## src/rtl/core/dsrb_pkg.sv

```systemverilog
// Shared types and codes for the decimating sample ring buffer.
// Holds the request and result structs, command classes and register indexes.
// No dependencies.
`timescale 1ns / 1ps

package dsrb_pkg;

  // Request operation codes.
  localparam logic [1:0] OP_SAVE    = 2'd0;
  localparam logic [1:0] OP_READ    = 2'd1;
  localparam logic [1:0] OP_RESTART = 2'd2;

  // Read status codes.
  localparam logic [1:0] ST_INACTIVE = 2'd0;
  localparam logic [1:0] ST_EMPTY    = 2'd1;
  localparam logic [1:0] ST_DATA     = 2'd2;

  // Run mode that enables capture.
  localparam logic [1:0] RUN_CAPTURE = 2'd2;

  // Configuration register indexes.
  localparam int unsigned CFG_IDX_W = 3;
  localparam logic [CFG_IDX_W-1:0] REG_RUN_MODE     = 3'd0;
  localparam logic [CFG_IDX_W-1:0] REG_DECIMATION   = 3'd1;
  localparam logic [CFG_IDX_W-1:0] REG_SLOT_COUNT   = 3'd2;
  localparam logic [CFG_IDX_W-1:0] REG_READ_LIMIT   = 3'd3;
  localparam logic [CFG_IDX_W-1:0] REG_SAMPLE_BYTES = 3'd4;
  localparam int unsigned CFG_DATA_W = 32;

  // Command queue between front and back.
  localparam int unsigned QUEUE_DEPTH = 2;
  localparam int unsigned Q_PTR_W     = 1;
  localparam int unsigned Q_CNT_W     = 2;

  typedef struct packed {
    logic [1:0]  op;
    logic [63:0] sample_word;
  } request_t;

  typedef struct packed {
    logic [1:0]  read_status;
    logic        overflow_seen;
    logic [63:0] data_word;
    logic [6:0]  sample_count;
    logic        last;
  } result_t;

  typedef struct packed {
    logic [1:0]  run_mode;
    logic [31:0] decimation;
    logic [10:0] slot_count;
    logic [6:0]  read_limit;
    logic [3:0]  sample_bytes;
  } cfg_t;

  typedef enum logic [1:0] {
    CMD_SAVE,
    CMD_READ,
    CMD_RESTART
  } cmd_kind_t;

  typedef struct packed {
    cmd_kind_t   kind;
    logic [63:0] word;
  } cmd_t;

  typedef enum logic [1:0] {
    BK_IDLE,
    BK_COUNT,
    BK_FETCH,
    BK_EMIT
  } back_state_t;

endpackage

```

## src/rtl/core/dsrb_front.sv

```systemverilog
// Front end: accepts requests, classifies them and queues commands.
// Depends on dsrb_pkg.
`timescale 1ns / 1ps

module dsrb_front (
  input  logic            clk,
  input  logic            rst,
  input  logic            start,
  input  dsrb_pkg::request_t cmd,
  input  dsrb_pkg::cfg_t  cfg,
  output logic            busy,
  output logic            q_valid,
  output dsrb_pkg::cmd_t  q_head,
  input  logic            pop
);

  dsrb_pkg::cmd_t entries [dsrb_pkg::QUEUE_DEPTH];
  logic [dsrb_pkg::Q_PTR_W-1:0] wr_ptr;
  logic [dsrb_pkg::Q_PTR_W-1:0] rd_ptr;
  logic [dsrb_pkg::Q_CNT_W-1:0] fill;
  logic [dsrb_pkg::Q_CNT_W-1:0] fill_next;

  logic           keep;
  logic           push;
  logic           do_pop;
  dsrb_pkg::cmd_t cls;
  logic [63:0]    mask;

  // Byte mask from the valid-byte setting; zero keeps nothing, eight or more keeps all.
  always_comb begin
    for (int b = 0; b < 8; b++) begin
      mask[b*8 +: 8] = ({1'b0, cfg.sample_bytes} > 5'(b)) ? 8'hFF : 8'h00;
    end
  end

  // Classify the request; unknown codes and saves outside capture are dropped here.
  always_comb begin
    keep      = 1'b0;
    cls.kind  = dsrb_pkg::CMD_SAVE;
    cls.word  = cmd.sample_word & mask;
    case (cmd.op)
      dsrb_pkg::OP_SAVE: begin
        keep     = (cfg.run_mode == dsrb_pkg::RUN_CAPTURE);
        cls.kind = dsrb_pkg::CMD_SAVE;
      end
      dsrb_pkg::OP_READ: begin
        keep     = 1'b1;
        cls.kind = dsrb_pkg::CMD_READ;
      end
      dsrb_pkg::OP_RESTART: begin
        keep     = 1'b1;
        cls.kind = dsrb_pkg::CMD_RESTART;
      end
      default: begin
        keep = 1'b0;
      end
    endcase
  end

  assign busy    = (fill == dsrb_pkg::Q_CNT_W'(dsrb_pkg::QUEUE_DEPTH));
  assign push    = start && !busy && keep;
  assign q_valid = (fill != '0);
  assign do_pop  = pop && q_valid;
  assign q_head  = entries[rd_ptr];

  always_comb begin
    fill_next = fill;
    if (push && !do_pop) begin
      fill_next = fill + 1'b1;
    end else if (!push && do_pop) begin
      fill_next = fill - 1'b1;
    end
  end

  // Queue pointers and fill level.
  always_ff @(posedge clk) begin
    if (rst) begin
      wr_ptr <= '0;
      rd_ptr <= '0;
      fill   <= '0;
    end else begin
      fill <= fill_next;
      if (push) begin
        wr_ptr <= wr_ptr + 1'b1;
      end
      if (do_pop) begin
        rd_ptr <= rd_ptr + 1'b1;
      end
    end
  end

  // Queue storage.
  always_ff @(posedge clk) begin
    if (push) begin
      entries[wr_ptr] <= cls;
    end
  end

endmodule

```

## config.mk

```make
export PLATFORM = sky130hd
export DESIGN_NAME = dsrb_front
export DESIGN_NICKNAME = d
export VERILOG_FILES = /design/src/rtl/core/dsrb_pkg.sv /design/src/rtl/core/dsrb_front.sv
export SDC_FILE = /design/constraint.sdc
export NUM_CORES = 1
export LEC_CHECK = 0
export ABC_CLOCK_PERIOD_IN_PS = 5550
export BUFFER_PORTS_ARGS = -buffer_cell sky130_fd_sc_hd__buf_2
export CELL_PAD_IN_SITES_DETAIL_PLACEMENT = 1
export CELL_PAD_IN_SITES_GLOBAL_PLACEMENT = 2
export CORE_MARGIN = 10
export CORE_UTILIZATION = 32
export CTS_BUF_LIST = sky130_fd_sc_hd__clkbuf_4
export CTS_CLUSTER_DIAMETER = 80
export DETAILED_ROUTE_END_ITERATION = 12
export GPL_TIMING_DRIVEN = 1
export PLACE_DENSITY_LB_ADDON = 0.1
export SYNTH_ARGS = -nofsm -noshare
export SYNTH_HDL_FRONTEND = slang
export SYNTH_SLANG_ARGS = --single-unit
```

## constraint.sdc

```tcl
create_clock -name clk -period 5.55 [get_ports clk]
set_clock_uncertainty 0.05 [all_clocks]
set_input_delay 1.11 -clock clk [delete_from_list [all_inputs] [get_ports clk]]
set_output_delay 1.11 -clock clk [all_outputs]
set_load 0.05 [all_outputs]
```

======== After elaboration in Yosys (flattened, before gate mapping) ========
Memory sizes are Yosys's and may differ from the RTL's. A register that Yosys moved wholly into a read port is not among the register bits.
Cells that the tools add are included.
storage, ports and cells
  flip-flop bits (word level) ............. 4
  RAM bits ................................ 132
  input bits .............................. 126
  output and inout bits ................... 68
  word-level logic and storage cells ...... 49
  memories ................................ 1
memory list
  memory   depth  width  read ports  clocked after Yosys merged registers in  write ports  RTL line          source
  entries  2      66     1           1                                        1            dsrb_front.sv:17  dsrb_pkg::cmd_t entries [dsrb_pkg::QUEUE_DEPTH];
cells by class
  add/sub/neg operators ................... 4
  $lt $le $gt $ge ......................... 8
  equality and inequality tests ........... 4
  muxes and demuxes ....................... 16
  bitwise gates (word level) .............. 1
  reduce and logical (&&, ||, !) cells .... 12
operators by type and width
  cell                 number
  $and 64x64->64       1
  $mux 8               8
  $gt 4x3->1 const B   4
  $gt 4x1->1 const B   2
  $gt 4x2->1 const B   2
  $eq 2x2->1 const B   3
  $logic_and 1x1->1    5
  $mux 1               4
  $mux 2               2
  $pmux 2 s2           1
  $reduce_bool 2->1    2
  $logic_not 1->1      3
  $add 1x1->1 const B  2
  $add 2x1->2 const B  1
  $eq 2x1->1 const B   1
  $logic_not 2->1      1
  $pmux 1 s2           1
  $reduce_or 2->1      1
  $sub 2x1->2 const B  1

======== Longest topological paths before layout ========
Gate-level depths: netlist (run 1).
  word-level depth ........................ 8
  depth in mapped cells ................... 8
  mapped depth without buffers ............ 8

======== Worst setup path before layout (run 1) ========
Ideal clock, no wire load.
  path kind ............................... in2reg
  from .................................... in cmd[64] (netlist name)
  to ...................................... mem entries[0][0] (netlist name) (enable)
  library setup time ...................... 0.498 ns
  arrival time ............................ 4.829 ns
  data required time ...................... 5.002 ns
  path slack .............................. 0.173 ns
  stages on the path ...................... 5
  buffers on the path ..................... 0
  path through ............................ inv_1 > ha_1 > nand3b_1 > a2111oi_4 > nor2b_1
on the way
  word-level cells in the longest chain between the ends .. 6
  elaborated cells between the ends (all ways) .. 8
ends and longest elaborated chain
  item                                             RTL line          source
  from (decl)                                      dsrb_front.sv:9   input dsrb_pkg::request_t cmd,
  $eq 2x2->1 / $eq 2x1->1 (equally long branches)  dsrb_front.sv:41  case (cmd.op)
  $reduce_or 2->1 (no source line)                 n/a
  $pmux 1 s2 *                                     dsrb_front.sv:41
  $logic_and 1x1->1 *                              dsrb_front.sv:61  assign push = start && !busy && keep;
  net push                                         dsrb_front.sv:24  logic push;
  $mux 1 *                                         dsrb_front.sv:94  if (push) begin
  $mux 1 (not written as such) *                   dsrb_front.sv:95  entries[wr_ptr] <= cls;
  to (decl)                                        dsrb_front.sv:17
Mark *: on every way through the listed nets, which the timed path passes. The rest lies on a longest branch.

==> results.txt, run 1 <==
initial antenna violation count -> 1
layout cells sized above 1 -> 52.5%
final worst slack -> 2.13 ns
slowest stage cell on the critical path -> dfxtp_4
die area -> 0.0229 mm²
Cell variety after synth -> 25
io pins -> 194
GR Util All Layers -> 11.6%
status -> completed
adder-cell share of the synthesized area -> 1.13%
most frequent cells in the layout -> 143 x buf_2, 132 x edfxtp_1, 66 x mux2_2
post-synth top area share -> 71.8%
Fin. Hold Viols -> 0
Post-CTS Setup Repair Bufs -> 0
Routed Wire Length -> 13,200 µm
Hold Startpoint -> rd_ptr
DP Area -> 0.00651 mm²
router iterations before antenna repair -> 4
Clock Latency Late Sink -> 0.53 ns
Hold WC Path Type -> reg2reg
crit path max fanout -> 66
final instance area -> 0.00688 mm²
max frequency -> 293 MHz
Leakage -> 2.57 nW
leading cell type in the layout, fill and taps excluded -> buf_2
Setup WS pre-CTS -> 1.72 ns
Post-Synth XOR/XNOR Area -> 0.476%
WS Path Type -> reg2out
GP Congestion -> 0.700
PD cells -> 462 mW/mm²
Max Root-Sink Buffers -> 2
DRC -> 0
register bit total from synthesis -> 137
first-pass GRT wire length -> 19,200 µm
worst-path cell chain -> mux2_2, buf_2
RR Startpoint -> fill[0]
Synth Warn # -> 0
hold path cells -> 2
Reg2Reg Setup Slack -> 2.90 ns
mux cell area share after synthesis -> 13.7%
Die Width -> 151 µm
largest family of logic cells by synthesized area -> multiplexers
final setup vio count -> 0
ANT nets after route -> 0
setup TNS -> 0 ns
max-cap viol count -> 0
RSZ-0062 raised after global routing -> false
Sink Count -> 137
Mean Syn Cell Area -> 17.7 µm²
final worst path period share -> 61.6%
vias per cell -> 4.42
# port buffers -> 143
area fraction in compound gates after synthesis -> 1.27%
Synth area leader -> edfxtp_1
Synth-to-Final Area Change -> 24.6%
wire per inst -> 18.8 µm
crit path time final -> 3.42 ns
Clock transition at path regs -> 0.11 ns
DP Wirelength -> 8800 µm
normalized max-slew margin -> 34.3%
largest net degree at the start of global routing -> 67
crit end category -> primary output
Worst EP arrival -> 2.26 ns
initial core utilization -> 32.9%
WP depth -> 2
Req. time, crit path -> 4.39 ns
Worst Reg-to-Reg Cells -> 4
CORE AREA -> 0.0168 mm²
post-CTS sizing -> 0
total clock buffers created by CTS -> 17
Syn Nets -> 442
critical path launch point type -> flop
CTS tree -> done
Die Y -> 151 µm
number of global-route vias before repair -> 3,492
clk root buf -> clkbuf_4
Simple-Gate Fraction of Synth Area -> 8.87%
CTS H-tree lvls -> 4
Critical R2R Capture -> entries[0][7]
CP max stage delay -> 0.99 ns
Worst Hold End -> rd_ptr
total number of vias -> 3,097
top cells by area, synth -> edfxtp_1 72%, mux2_2 13%, nor2b_1 6.5%
sequential-to-total area share from yosys stat -> 73.7%
Site Rows -> 47
DR iter-0 viols -> 94
CP delay by family, top -> flip-flops
WP buf/inv -> 1
worst slew pin tran -> 0.985 ns
max-slew violation count -> 0
Nets -> 598
total congestion overflow -> 0
Worst IR Drop VDD -> 0.000203 V
CTS hold repair buffers -> 0
Post-Syn Instances -> 311
Post-Syn Area -> 0.00552 mm²
[how the worst max path moves through the flow]
stage	endpoint	slack, ns
after floorplan	entries[0][0]	0.17
after global placement	entries[0][57]	1.74
after detailed placement	entries[0][1]	1.72
after CTS	q_head[8]	2.04
after global routing	q_head[55]	1.95
final	q_head[55]	2.13
[worst register-to-register path, stage by stage, from the launching register on]
cell,delay (ns)
dfxtp_1,0.45
nor2b_2,0.09
a2111oi_4,0.47
nor2b_4,0.75
buf_4,0.49
[per-layer routing]
layer / vias to the layer above / share of wire, % / GRT usage, %
li1: 1478 / - / -
met5: - / 0 / 0
met2: 100 / 49 / 19.1
met4: 0 / 0.96 / 3.75
met3: 8 / 8.6 / 5.55
met1: 1511 / 41 / 12.9
[logic make-up after synthesis]
family                     Yosys count
xor gates and xnor gates             3
muxes                               67
AOI/OAI and AO/OA                    8
and+or+nand+nor                     79
DFF                                137
adders and majority gates            5
buffers and inverters               12
[synth_stat cells]
| cell type | instances |
|---|---|
| a21oi_1 | 2 |
| o21ai_0 | 2 |
| nor2b_1 | 57 |
| ha_1 | 5 |
| nand3b_1 | 1 |
| nor2_1 | 5 |
| and2_1 | 9 |
| and2b_1 | 1 |
| xor2_1 | 3 |
| or2_2 | 2 |
| mux2_1 | 1 |
| mux2_2 | 66 |
| a211oi_1 | 1 |
| a31oi_1 | 1 |
| buf_2 | 5 |
| nor3_2 | 1 |
| a2111oi_4 | 1 |
| clkbuf_1 | 3 |
| a21oi_2 | 1 |
| edfxtp_1 | 132 |
| inv_1 | 4 |
| or3_1 | 1 |
| nor2b_2 | 1 |
| dfxtp_1 | 5 |
| nor3_1 | 1 |
[area by class of cell]
cell class	instances	area, µm²
Clock buffer	18	135
Timing Repair Buffer	145	731
Antenna cell	1	2.50
Sequential cell	137	4070
Clock inverter	14	228
Inverter	4	15.0
Tap cell	220	275
Fill cell	1747	9880
Multi-Input combinational cell	162	1420
[state kept, by name, indices dropped and copies added (netlist names), named ones only]
register,cells
entries,132
fill,2
rd_ptr,1
wr_ptr,1
[per-stage QoR]
step | hold WS, ns | utilization (%) | power, mW | std cells
floorplan | 0.415 | - | 2.16 | 311
global placement | 0.435 | 38.9 | 2.41 | 668
detailed placement | 0.452 | 38.9 | 2.42 | 668
CTS | 0.482 | 41.0 | 3.24 | 700
global route | 0.524 | 41.0 | 3.34 | 700
finish | 0.474 | 41.0 | 3.18 | 701
[power by group]
group / leakage [nW] / internal [mW] / switching (mW)
registers: 1.26 / 1.23 / 0.102
clock network: 0.191 / 0.449 / 0.354
logic: 1.12 / 0.314 / 0.728
total: 2.57 / 1.99 / 1.18
Power figures use the tool's default switching activity.
==> inputs of run 2 (changes only) <==
--- a/config.mk
+++ b/config.mk
@@ -5,12 +5,12 @@
 export SDC_FILE = /design/constraint.sdc
 export NUM_CORES = 1
 export LEC_CHECK = 0
-export ABC_CLOCK_PERIOD_IN_PS = 5550
+export ABC_CLOCK_PERIOD_IN_PS = 3180
 export BUFFER_PORTS_ARGS = -buffer_cell sky130_fd_sc_hd__buf_2
 export CELL_PAD_IN_SITES_DETAIL_PLACEMENT = 1
 export CELL_PAD_IN_SITES_GLOBAL_PLACEMENT = 2
 export CORE_MARGIN = 10
-export CORE_UTILIZATION = 32
+export CORE_UTILIZATION = 35
 export CTS_BUF_LIST = sky130_fd_sc_hd__clkbuf_4
 export CTS_CLUSTER_DIAMETER = 80
 export DETAILED_ROUTE_END_ITERATION = 12
==> constraint.sdc (replaced) <==
create_clock -name clk -period 3.18 [get_ports clk]
set_clock_uncertainty 0.05 [all_clocks]
set_input_delay 0.636 -clock clk [delete_from_list [all_inputs] [get_ports clk]]
set_output_delay 0.636 -clock clk [all_outputs]
set_load 0.05 [all_outputs]
==> run 2 against run 1 <==
  * Utilization increased by 4.3 points
  * Cell count is the same
  * Critical path depth up 1
  * Hold slack got worse by 0.20 ns
  * Non-clock buffer count increased by 8
  * Power grew 73%
  * Sequential power rose by 68%
  * Largest cell class unchanged
==> results.txt, run 2 (synthesis gave the netlist of run 1 again) <==
leading cell type in the layout, fill and taps excluded -> buf_2
clk root buf -> clkbuf_4
hold_ws -> 0.273 ns (-0.202 ns)
RR Startpoint -> fill[1]
critical path launch point type -> flop
max-cap viol count -> 0 (unchanged)
total number of vias -> 3,171 (+2.4%)
number of global-route vias before repair -> 3,510 (+0.52%)
Sink Count -> 137 (unchanged)
Clock transition at path regs -> 0.12 ns (about the same)
die area -> 0.0212 mm² (-7.5%)
first-pass GRT wire length -> 20,100 µm (+4.6%)
CTS hold repair buffers -> 0 (unchanged)
normalized max-slew margin -> 46.4% (+12 points)
Worst IR Drop VDD -> 0.000440 V (+120%)
Die Y -> 146 µm (-3.8%)
storage element area -> 0.00407 mm² (unchanged)
multi-input logic area -> 0.00142 mm² (unchanged)
DR iter-0 viols -> 119 (+27%)
crit path time final -> 2.79 ns
Post-CTS Setup Repair Bufs -> 0 (unchanged)
Hold Startpoint -> rst
setup TNS -> 0 ns (unchanged)
layout cells sized above 1 -> 53.6% (+1.1 points)
Nets -> 606 (+1.3%)
final worst path period share -> 87.7%
post-CTS sizing -> 0 (unchanged)
largest net degree at the start of global routing -> 44 (-34%)
max reg flops -> 132 (unchanged)
ANT nets after route -> 0 (unchanged)
DP Wirelength -> 9240 µm (+5.0%)
DRC -> 0 (unchanged)
vias per cell -> 4.52 (+2.4%)
status -> completed
Req. time, crit path -> 2.49 ns (-1.90 ns)
hold path cells -> 2 (unchanged)
filler instances -> 1,576 (-9.8%)
Die Width -> 146 µm (-3.8%)
Worst EP arrival -> 2.10 ns (-0.16 ns)
initial core utilization -> 36.0% (+3.1 points)
GP Congestion -> 0.701 (+0.20%)
max-slew violation count -> 0 (unchanged)
Max Root-Sink Buffers -> 2 (unchanged)
CTS H-tree lvls -> 4 (unchanged)
Post-Route Utilization -> 45.3% (+4.3 points)
GR Util All Layers -> 12.6% (+0.99 points)
most frequent cells in the layout -> 143 x buf_2, 132 x edfxtp_1, 66 x mux2_2
wire per inst -> 18.6 µm (-0.94%)
io pins -> 194 (unchanged)
Worst Reg-to-Reg Cells -> 4 (unchanged)
final setup vio count -> 0 (unchanged)
Reg2Reg Setup Slack -> 1.10 ns (-1.80 ns)
Critical R2R Capture -> entries[1][29]
Synth-to-Final Area Change -> 25.8%
Leakage -> 2.61 nW (+1.5%)
worst slew pin tran -> 0.800 ns (-0.185 ns)
WS Path Type -> reg2out
initial antenna violation count -> 2 (+1)
most flop-heavy register -> entries
RSZ-0062 raised after global routing -> false
crit path max fanout -> 27 (-59%)
Worst Hold End -> fill[1]
Hold WC Path Type -> in2reg
Routed Wire Length -> 13,100 µm (-0.94%)
crit end category -> primary output
router iterations before antenna repair -> 4 (unchanged)
Clock Latency Late Sink -> 0.54 ns (about the same)
Site Rows -> 45 (-4.3%)
CTS tree -> done
biggest regs -> entries (132), fill (2)
max frequency -> 359 MHz
CORE AREA -> 0.0153 mm² (-8.6%)
PD cells -> 794 mW/mm² (+72%)
# port buffers -> 143 (unchanged)
Fin. Hold Viols -> 0 (unchanged)
total clock buffers created by CTS -> 17 (unchanged)
total congestion overflow -> 0 (unchanged)
## run 2: area by class of cell
type | instances | area share (%)
antenna | 3 | 0.108
clock buffer | 18 | 1.95
sequential | 137 | 58.6
multi-input combinational | 162 | 20.5
inverter | 4 | 0.216
timing repair buffer | 153 | 11.9
clock inverter | 13 | 2.92
tap | 211 | 3.80
## run 2: routing by layer
| layer | up-vias | GRT usage, % | share of wire, % |
|---|---|---|---|
| li1 | 1499 | - | - |
| met1 | 1556 | 14.9 | 44 |
| met2 | 100 | 19.7 | 47 |
| met3 | 16 | 5.31 | 6.8 |
| met4 | 0 | 5.01 | 1.5 |
| met5 | - | 0 | 0 |
## run 2: stage by stage
stage	cell area [µm²]	worst slack (ns)	total power, mW	std cells
6_report	6940	0.392	5.51	701
5_1_grt	6940	0.236	5.78	700
4_1_cts	6940	0.285	5.61	698
3_5_place_dp	6600	0.428	4.26	667
3_3_place_gp	6600	0.483	4.24	667
2_1_floorplan	5530	0.252	3.76	311
## run 2: how the worst max path moves through the flow
stage | to | cells past startpoint
after global routing | q_head[3] | 3
after global placement | entries[1][24] | 7
final | q_head[53] | 3
after detailed placement | entries[1][23] | 7
after floorplan | entries[0][0] | 5
after CTS | q_head[53] | 3
## run 2: report_power, final
part / internal [mW] / switching (mW) / total [mW]
Combinational: 0.580 / 1.36 / 1.94
Clock: 0.703 / 0.627 / 1.33
Sequential: 2.15 / 0.0977 / 2.24
Total: 3.43 / 2.08 / 5.51
## run 2: critical path, cell delays in order, from the launching register on
cell     delay [ns]
dfxtp_4        0.63
buf_4          0.32
mux2_2         0.37
buf_2          0.21
==> inputs of run 3 (changes only) <==
--- a/config.mk
+++ b/config.mk
@@ -5,7 +5,7 @@
 export SDC_FILE = /design/constraint.sdc
 export NUM_CORES = 1
 export LEC_CHECK = 0
-export ABC_CLOCK_PERIOD_IN_PS = 3180
+export ABC_CLOCK_PERIOD_IN_PS = 2600
 export BUFFER_PORTS_ARGS = -buffer_cell sky130_fd_sc_hd__buf_2
 export CELL_PAD_IN_SITES_DETAIL_PLACEMENT = 1
 export CELL_PAD_IN_SITES_GLOBAL_PLACEMENT = 2
==> constraint.sdc (replaced) <==
create_clock -name clk -period 2.6 [get_ports clk]
set_clock_uncertainty 0.05 [all_clocks]
set_input_delay 0.52 -clock clk [delete_from_list [all_inputs] [get_ports clk]]
set_output_delay 0.52 -clock clk [all_outputs]
set_load 0.05 [all_outputs]
==> run 3 against run 2 <==
  * Clock power fell by 6%
  * Die area did not move
  * Power rose by 16%
  * Largest power group unchanged
  * First-iteration DRC count fell by 18%
==> results.txt, run 3 (synthesis gave the netlist of run 1 again) <==
Max Root-Sink Buffers -> 2 (unchanged)
met1 usage -> 13.8% (-1.2 points)
CORE AREA -> 0.0153 mm² (unchanged)
most flop-heavy register -> entries
max-cap viol count -> 0 (unchanged)
Worst Reg-to-Reg Cells -> 5 (+1)
Die Width -> 146 µm (unchanged)
most frequent cells in the layout -> 143 x buf_2, 132 x edfxtp_1, 66 x mux2_2
number of global-route vias before repair -> 3,520 (+0.28%)
CTS tree -> done
Synth-to-Final Area Change -> 25.2%
total clock buffers created by CTS -> 17 (unchanged)
initial core utilization -> 36.0% (unchanged)
Hold Startpoint -> rst
GR Util All Layers -> 12.1% (-0.48 points)
crit end category -> primary output
Req. time, crit path -> 2.03 ns (-0.46 ns)
largest net degree at the start of global routing -> 40 (-9.1%)
vias per cell -> 4.50 (-0.54%)
die area -> 0.0212 mm² (unchanged)
biggest regs -> entries (132), fill (2)
Routed Wire Length -> 12,800 µm (-2.3%)
DRC -> 0 (unchanged)
filler instances -> 1,599 (+1.5%)
Worst IR Drop VDD -> 0.000407 V (-7.4%)
final setup vio count -> 0 (unchanged)
final worst path period share -> 93.0%
hold_ws -> 0.211 ns (-0.0615 ns)
RSZ-0062 raised after global routing -> false
Worst EP arrival -> 1.85 ns (-0.25 ns)
Fin. Hold Viols -> 0 (unchanged)
Post-Route Utilization -> 45.1% (-0.21 points)
GP Congestion -> 0.682 (-2.7%)
io pins -> 194 (unchanged)
Die Y -> 146 µm (unchanged)
status -> completed
Clock transition at path regs -> 0.10 ns (-0.02 ns)
Clock Latency Late Sink -> 0.51 ns (-0.03 ns)
WS Path Type -> reg2out
Reg2Reg Setup Slack -> 0.66 ns (-0.44 ns)
critical path launch point type -> flop
worst slew pin tran -> 0.579 ns (-0.221 ns)
CTS hold repair buffers -> 0 (unchanged)
final instance area -> 0.00691 mm² (-0.47%)
total power -> 6.37 mW (+16%)
CTS H-tree lvls -> 4 (unchanged)
Hold WC Path Type -> in2reg
total congestion overflow -> 0 (unchanged)
PD cells -> 922 mW/mm² (+16%)
Post-CTS Setup Repair Bufs -> 0 (unchanged)
Sink Count -> 137 (unchanged)
crit path time final -> 2.42 ns
Critical R2R Capture -> fill[1]
DR iter-0 viols -> 98 (-18%)
RR Startpoint -> fill[1]
Non-Filler Instances -> 701 (unchanged)
crit path max fanout -> 27 (unchanged)
GR Util met2 -> 19.6% (-0.091 points)
Nets -> 607 (+0.17%)
wire per inst -> 18.2 µm (-2.3%)
busiest layer in global routing -> met2
dpl cells -> 668 (+0.15%)
ANT nets after route -> 0 (unchanged)
first-pass GRT wire length -> 19,500 µm (-3.1%)
clk root buf -> clkbuf_4
leading cell type in the layout, fill and taps excluded -> buf_2
# port buffers -> 143 (unchanged)
post-CTS sizing -> 0 (unchanged)
Site Rows -> 45 (unchanged)
hold path cells -> 2 (unchanged)
DP Area -> 0.00666 mm² (+0.95%)
router iterations before antenna repair -> 4 (unchanged)
layout cells sized above 1 -> 54.2% (+0.60 points)
total number of vias -> 3,154 (-0.54%)
DP Wirelength -> 8900 µm (-3.6%)
Leakage -> 2.59 nW (-0.71%)
GR met3 Demand/Resource -> 5.06% (-0.25 points)
normalized max-slew margin -> 61.2% (+15 points)
max frequency -> 414 MHz
initial antenna violation count -> 2 (unchanged)
max reg flops -> 132 (unchanged)
max-slew violation count -> 0 (unchanged)
[run 3: cell count changes in the layout (fill, tap and decap cells not counted), moves of 2 or more]
| cell | change |
|---|---|
| clkinv_1 | +2 |
| inv_1 | -3 |
| diode_2 | -2 |
| clkbuf_4 | +8 |
| bufinv_16 | -4 |
| clkinv_4 | -2 |
| clkinvlp_4 | -2 |
| buf_12 | +2 |
[run 3: power breakdown]
group,switching (mW),internal [mW]
Clock,0.688,0.562
Combinational,1.72,0.722
Sequential,0.0536,2.62
[run 3: final cells by class]
cell class	instances	area, µm²	share of cell area, %
diodes	1	2.50	0.0362
well taps	211	264	3.82
flip-flops and latches	137	4070	58.9
repair buffers	154	861	12.5
inverters	4	32.5	0.471
multi-input cells	162	1440	20.8
clock buffers	26	195	2.82
clock inverters	6	52.6	0.760
[run 3: worst max-delay path by stage]
stage,from,to,slack [ns],cells after the start
after floorplan,cmd[64],entries[0][0],-0.18,5
after global placement,cmd[64],entries[0][24],0.12,7
after detailed placement,cmd[64],fill[1],0.09,8
after CTS,flop,q_head[62],0.08,3
after global routing,flop,q_head[5],0.03,3
final,flop,q_head[5],0.18,3
[run 3: metal layers]
metal  routed length [µm]  vias to the layer above
li1                     -                     1491
met1                 5580                     1556
met2                 6200                       90
met3                  809                       15
met4                  160                        2
met5                   13                        -
[run 3: per-stage QoR]
| stage | setup TNS, ns | setup slack [ns] |
|---|---|---|
| 3_5_place_dp | 0 | 0.0886 |
| 5_1_grt | 0 | 0.0330 |
| 6_report | 0 | 0.182 |
| 4_1_cts | 0 | 0.0778 |
| 3_3_place_gp | 0 | 0.118 |
| 2_1_floorplan | -12.27 | -0.179 |
[run 3: worst max-delay path, cell delays in order, from the launching register on]
cell	delay, ns
dfxtp_4	0.37
buf_4	0.34
mux2_2	0.40
buf_2	0.22
